## src/rtl/core/oets_pkg.sv

```systemverilog
`timescale 1ns / 1ps
// ----------------------------------------------------------------------------
// oets_pkg: shared definitions for the odd-even transposition sorter
// Sizes of the key chain, the key type and the control word of one cell.
// ----------------------------------------------------------------------------
package oets_pkg;

	localparam int MAX_ITEMS = 16;
	localparam int KEY_W     = 32;
	localparam int CNT_W     = $clog2(MAX_ITEMS + 1);
	localparam int IDX_W     = $clog2(MAX_ITEMS);

	typedef logic signed [KEY_W-1:0] key_t;

	// Per-cell control word.
	typedef struct packed {
		logic wr;      // capture the incoming key
		logic shift;   // take the right neighbour's key (draining)
		logic pair_r;  // compare-exchange with the right neighbour
		logic pair_l;  // compare-exchange with the left neighbour
	} cell_ctrl_t;

endpackage

```

## src/rtl/core/odd_even_transposition_sorter_core.sv

```systemverilog
`timescale 1ns / 1ps
// ----------------------------------------------------------------------------
// odd_even_transposition_sorter_core: collecting sorter for signed keys
// Gathers a set of keys into a row of cells, sorts it by odd-even
// transposition and sends the keys out in ascending order.
// ----------------------------------------------------------------------------
//
//  channel | signals                          | handshake
//  --------+----------------------------------+---------------------
//  input   | key, final_item                  | in_valid / in_stall
//  output  | sorted_key, end_of_run, dropped  | out_valid / out_stall
//
// Keys are taken one per cycle while in_stall is low. The marked key starts
// MAX_ITEMS sort phases, one phase per cycle across the cell row, and then
// the held keys drain from the left-hand cell at one per cycle unless the
// output is stalled. in_stall is high while a set is being sorted or sent.
// Reset clears the control state; the cell contents need no reset.
// ----------------------------------------------------------------------------
module odd_even_transposition_sorter_core
	import oets_pkg::*;
(
	input  logic        clk,
	input  logic        arst_n,
	input  logic        in_valid,
	output logic        in_stall,
	input  logic [31:0] key,
	input  logic        final_item,
	output logic        out_valid,
	input  logic        out_stall,
	output logic [31:0] sorted_key,
	output logic        end_of_run,
	output logic        dropped
);

	localparam logic [1:0] ST_LOAD = 2'd0;
	localparam logic [1:0] ST_SORT = 2'd1;
	localparam logic [1:0] ST_EMIT = 2'd2;

	logic [1:0]       state_q;
	logic [CNT_W-1:0] count_q;
	logic             ovf_q;
	logic [IDX_W-1:0] phase_q;
	logic             out_valid_q;
	key_t             sorted_key_q;
	logic             end_q;
	logic             dropped_q;

	logic in_xfer;
	logic room;
	logic sorting;
	logic out_free;
	logic emit_step;

	key_t       cell_key [MAX_ITEMS];
	cell_ctrl_t cell_ctrl [MAX_ITEMS];

	assign in_stall  = (state_q != ST_LOAD);
	assign in_xfer   = in_valid && !in_stall;
	assign room      = count_q < CNT_W'(MAX_ITEMS);
	assign sorting   = (state_q == ST_SORT);
	assign out_free  = !out_valid_q || !out_stall;
	assign emit_step = (state_q == ST_EMIT) && out_free;

	genvar gi;
	generate
		for (gi = 0; gi < MAX_ITEMS; gi++) begin : g_cell
			localparam logic PAR = 1'(gi % 2);
			key_t left_k;
			key_t right_k;

			assign cell_ctrl[gi].wr     = in_xfer && room && (count_q == CNT_W'(gi));
			assign cell_ctrl[gi].shift  = emit_step;
			assign cell_ctrl[gi].pair_r = sorting && (phase_q[0] == PAR)
				&& (CNT_W'(gi + 1) < count_q);

			if (gi == 0) begin : g_first
				assign cell_ctrl[gi].pair_l = 1'b0;
				assign left_k               = '0;
			end else begin : g_inner
				assign cell_ctrl[gi].pair_l = sorting && (phase_q[0] != PAR)
					&& (CNT_W'(gi) < count_q);
				assign left_k               = cell_key[gi-1];
			end

			if (gi == MAX_ITEMS - 1) begin : g_last
				assign right_k = '0;
			end else begin : g_mid
				assign right_k = cell_key[gi+1];
			end

			oets_cell u_cell (
				.clk       (clk),
				.ctrl      (cell_ctrl[gi]),
				.in_key    (key),
				.left_key  (left_k),
				.right_key (right_k),
				.key_q     (cell_key[gi])
			);
		end
	endgenerate

	always_ff @(posedge clk or negedge arst_n) begin
		if (!arst_n) begin
			state_q     <= ST_LOAD;
			count_q     <= '0;
			ovf_q       <= 1'b0;
			phase_q     <= '0;
			out_valid_q <= 1'b0;
		end else begin
			if (out_free) begin
				out_valid_q <= emit_step;
			end
			case (state_q)
				ST_LOAD: begin
					if (in_xfer) begin
						if (room) begin
							count_q <= count_q + CNT_W'(1);
						end else begin
							ovf_q <= 1'b1;
						end
						if (final_item) begin
							state_q <= ST_SORT;
							phase_q <= '0;
						end
					end
				end
				ST_SORT: begin
					phase_q <= phase_q + IDX_W'(1);
					if (phase_q == IDX_W'(MAX_ITEMS - 1)) begin
						state_q <= ST_EMIT;
					end
				end
				ST_EMIT: begin
					if (emit_step) begin
						count_q <= count_q - CNT_W'(1);
						if (count_q == CNT_W'(1)) begin
							state_q <= ST_LOAD;
							ovf_q   <= 1'b0;
						end
					end
				end
				default: begin
					state_q <= ST_LOAD;
				end
			endcase
		end
	end

	// The left-hand cell always holds the smallest key still to be sent.
	always_ff @(posedge clk) begin
		if (emit_step) begin
			sorted_key_q <= cell_key[0];
			end_q        <= (count_q == CNT_W'(1));
			dropped_q    <= ovf_q;
		end
	end

	assign out_valid  = out_valid_q;
	assign sorted_key = sorted_key_q;
	assign end_of_run = end_q;
	assign dropped    = dropped_q;

endmodule

```

## src/rtl/core/oets_cell.sv

```systemverilog
`timescale 1ns / 1ps
// ----------------------------------------------------------------------------
// oets_cell: one key cell of the sorting chain
// Holds one key; loads, drains leftwards or exchanges with a neighbour.
// ----------------------------------------------------------------------------
module oets_cell
	import oets_pkg::*;
(
	input  logic       clk,
	input  cell_ctrl_t ctrl,
	input  key_t       in_key,
	input  key_t       left_key,
	input  key_t       right_key,
	output key_t       key_q
);

	logic right_less;
	logic left_greater;

	// Both cells of a pair evaluate the same comparison, so they swap together.
	assign right_less   = key_q > right_key;
	assign left_greater = left_key > key_q;

	always_ff @(posedge clk) begin
		if (ctrl.wr) begin
			key_q <= in_key;
		end else if (ctrl.shift) begin
			key_q <= right_key;
		end else if (ctrl.pair_r && right_less) begin
			key_q <= right_key;
		end else if (ctrl.pair_l && left_greater) begin
			key_q <= left_key;
		end
	end

endmodule

```

## config.mk

```make
export PLATFORM = sky130hd
export DESIGN_NAME = odd_even_transposition_sorter_core
export DESIGN_NICKNAME = d
export VERILOG_FILES = /design/src/rtl/core/oets_pkg.sv /design/src/rtl/core/odd_even_transposition_sorter_core.sv /design/src/rtl/core/oets_cell.sv
export SDC_FILE = /design/constraint.sdc
export NUM_CORES = 2
export LEC_CHECK = 0
export BUFFER_PORTS_ARGS = -buffer_cell sky130_fd_sc_hd__buf_2
export CAP_MARGIN = 40
export CORE_ASPECT_RATIO = 0.7
export CORE_UTILIZATION = 65
export DETAILED_ROUTE_END_ITERATION = 10
export PLACE_DENSITY = 0.82
export SYNTH_ARGS = -nofsm -noshare
export SYNTH_HDL_FRONTEND = slang
export SYNTH_SLANG_ARGS = --single-unit
```

## constraint.sdc

```tcl
create_clock -name clk -period 4.8 [get_ports clk]
set_clock_uncertainty 0.2 [all_clocks]
set_input_delay 1.44 -clock clk [delete_from_list [all_inputs] [get_ports clk]]
set_output_delay 1.44 -clock clk [all_outputs]
set_load 0.1 [all_outputs]
```

==> results.sh <==
export IMPL_min_period_over_period=0.874
export IMPL_fin_tns_setup_ns=0
export IMPL_grt_pass1_vias=29446
export IMPL_slowest_delay_ns=0.74
export IMPL_cts_tree="built"
export IMPL_rsz0062_at_grt="false"
export IMPL_grt_first_pass_wirelength_microns=165000
export IMPL_die_w_microns=298
export IMPL_fmax_mhz=238
export IMPL_max_slew_margin_rel=0.407
export IMPL_ys_async_sr_fraction=0.0233
export IMPL_dp_hpwl_microns=78500
export IMPL_ys_types=67
export IMPL_fillers=4403
export IMPL_required_ns=4.97
export IMPL_maxCapViolCount=0
export IMPL_die_y_microns=209
export IMPL_hp_class="register to register"
export IMPL_syn2layout_area_growth_pct=7.72
export IMPL_port_buffers=72
export IMPL_synth_edf_count=546
export IMPL_multi_input_area_sq_um=20700
export IMPL_cts_root_buf="clkbuf_16"
export IMPL_path_class="register to register"
export IMPL_vias=31149
export IMPL_gp_congestion=0.947
export IMPL_initial_core_util=0.662
export IMPL_tightestPinTransition_ns=0.868
export IMPL_setup_viol_count_final=0
export IMPL_start_kind="register"
export IMPL_dr_pass1_iters=6
export IMPL_final_cells=4943
export IMPL_slew_violations=0
export IMPL_fin_crit_ns=4.20
export IMPL_ys_flop_type="edfxtp_1"
export IMPL_netlist_instances=4067
export IMPL_cts_num_sinks=559
export IMPL_antenna_found_initial=1
export IMPL_grtUsageTotal=0.328
export IMPL_crit_chain="inv_1 > ha_1 > nand4_1 > nor4_1 > a21oi_1 > nor2b_1 > a221oi_1 > nand3_2 > buf_4 > o311ai_0"
export IMPL_wl_per_cell_microns=20.9
export IMPL_post_cts_buffers=0
export IMPL_crit_path_end_kind="register"
export IMPL_core_rowCount=75
export IMPL_layout_nets=4611
export IMPL_path_max_fanout=24
export IMPL_finalHoldViolCount=0
export IMPL_drcViolationCount=0
export IMPL_synthesis_nets=4590
export IMPL_ys_seq_elements=559
export IMPL_io_pins=73
export IMPL_dpl_worst_slack_ns=0.738
export IMPL_placed_cells=4837
export IMPL_clkTransAtPathRegs_ns=0.07
export IMPL_num_antenna_cells=0
export IMPL_grt_ovfl_total=0
export IMPL_drive_gt1_frac=0.0738
export IMPL_outcome="finished, final reports clean"
export IMPL_core_sq_um=60300
export IMPL_ctsHoldBuffers=0
export IMPL_slowest_stage="nor4_1"
export IMPL_die_area_sq_um=62500
export IMPL_via_per_inst=6.30
export IMPL_ys_seq_area_frac=0.418
export IMPL_final_setup_worst_slack_ns=0.603
export IMPL_grt_max_degree=66
export IMPL_crit_arrival_ns=4.37
export IMPL_syn_area_per_cell_sq_um=9.83
export IMPL_clk_latency_ns=0.63
export IMPL_h_tree_depth=2
export IMPL_drtIter0Drc=3798
export IMPL_postRouteAntennaNets=0
export IMPL_cts_resized=0
export IMPL_ys_warn_count=0
export IMPL_synth_area_sq_um=40000
export IMPL_drt_wl_total_microns=103000
export IMPL_cts_buffers=57
export IMPL_cts_buffer_depth=3
export IMPL_regArea_sq_um=16700
path summary, 6_finish.rpt:
| path | end | startpoint | slack, ns | cells after the start |
|---|---|---|---|---|
| worst max-delay path | g_cell[4].u_cell.key_q[24] | g_cell[5].u_cell.key_q[31] | 0.60 | 10 |
| worst min-delay path | dropped | ovf_q | 0.28 | 0 |
| worst max register to register | g_cell[4].u_cell.key_q[24] | g_cell[5].u_cell.key_q[31] | 0.60 | 10 |
| worst min register to register | dropped | ovf_q | 0.28 | 0 |
| max in group asynchronous | state_q[1] | arst_n | 3.61 | 1 |
| min in group asynchronous | count_q[1] | arst_n | 0.52 | 1 |
worst max-delay path: cells and delay by family, from the launching register on:
| kind | cells | cell delay (ns) |
|---|---|---|
| buffers and inverters | 2 | 0.37 |
| adders and majority gates | 1 | 0.42 |
| DFF | 1 | 0.44 |
| AOI/OAI and AO/OA | 3 | 1.04 |
| and+or+nand+nor | 4 | 1.47 |
sequential cells by signal, indices dropped and copies added (netlist names):
name	cells
g_cell.u_cell.key_q	512
count_q	5
phase_q	4
out_valid	1
sorted_key	32
state_q	2
end_of_run	1
dropped	1
ovf_q	1
cell usage in the layout, fill, tap and decap left out, drive strengths merged, types with 4 or more instances in the layout:
master / n
a21oi: 628
edfxtp: 546
inv: 498
ha: 486
nor2: 454
mux2i: 417
nand2: 161
buf: 155
nand4: 118
nand3: 89
clkbuf: 79
a21o: 62
o21ai: 56
a22o: 34
mux2: 32
o311ai: 32
nor4: 29
nor3: 22
o211ai: 20
clkinv: 20
or3: 19
nor2b: 18
a211oi: 17
dfrtp: 13
a31oi: 13
and4: 11
a22oi: 9
or4: 9
o31ai: 9
o41a: 8
or4b: 6
nand2b: 5
a2111oi: 5
a221oi: 5
xnor2: 5
and3: 5
o21a: 4
xor2: 4
clkinvlp: 4
cell usage after synthesis, types with 17 or more instances:
library cell,n,share of area
nor2_1,454,0.043
edfxtp_1,546,0.41
nand4_1,117,0.018
clkbuf_1,149,0.014
mux2_2,32,0.0090
a21o_1,62,0.012
nand2_1,161,0.015
a21oi_1,628,0.079
nor2b_1,18,0.0028
nor3_1,22,0.0028
o21ai_0,39,0.0049
o311ai_1,20,0.0044
nand3_1,89,0.011
inv_1,497,0.047
ha_1,486,0.15
nor4_1,29,0.0045
a22o_1,34,0.0074
mux2i_1,417,0.10
o21ai_1,17,0.0021
or3_1,19,0.0030
buf_4,25,0.0047
o211ai_1,20,0.0038
a211oi_1,17,0.0032
cells by family (layout without fill, tap and decap cells):
group	after synthesis	count (layout)	synth area share
compound gates	919	919	0.135
xor+xnor	9	9	0.00197
fa+ha+maj	486	486	0.152
buf+inv	690	758	0.0688
flops	559	559	0.418
mux	449	449	0.113
simple gates	955	955	0.110
routing by layer:
layer / up-vias / global-route usage / part of all wire
met1: 14751 / 0.517 / 0.46
met4: 2 / 0.0622 / 0.017
met2: 1381 / 0.478 / 0.43
met5: - / 0 / 0.00013
li1: 14876 / - / -
met3: 139 / 0.0502 / 0.095
area by class of cell:
class	count	area share
Multi-Input combinational cell	2818	0.480
Sequential cell	559	0.388
Inverter	497	0.0433
Clock buffer	79	0.0372
Timing Repair Buffer	155	0.0235
Tap cell	808	0.0235
Clock inverter	27	0.00442
metrics by stage:
stage	area (sq um)	hold slack (ns)	util
after CTS	43100	0.263	0.714
after detailed placement	41300	0.256	0.684
after global placement	41200	0.242	0.683
after global routing	43100	0.282	0.714
final	43100	0.279	0.714
after floorplan	40000	0.226	-
Power is left out: the tool's default activity adds up to more than one toggle a clock period on the data nets, which glitch-free logic cannot reach.
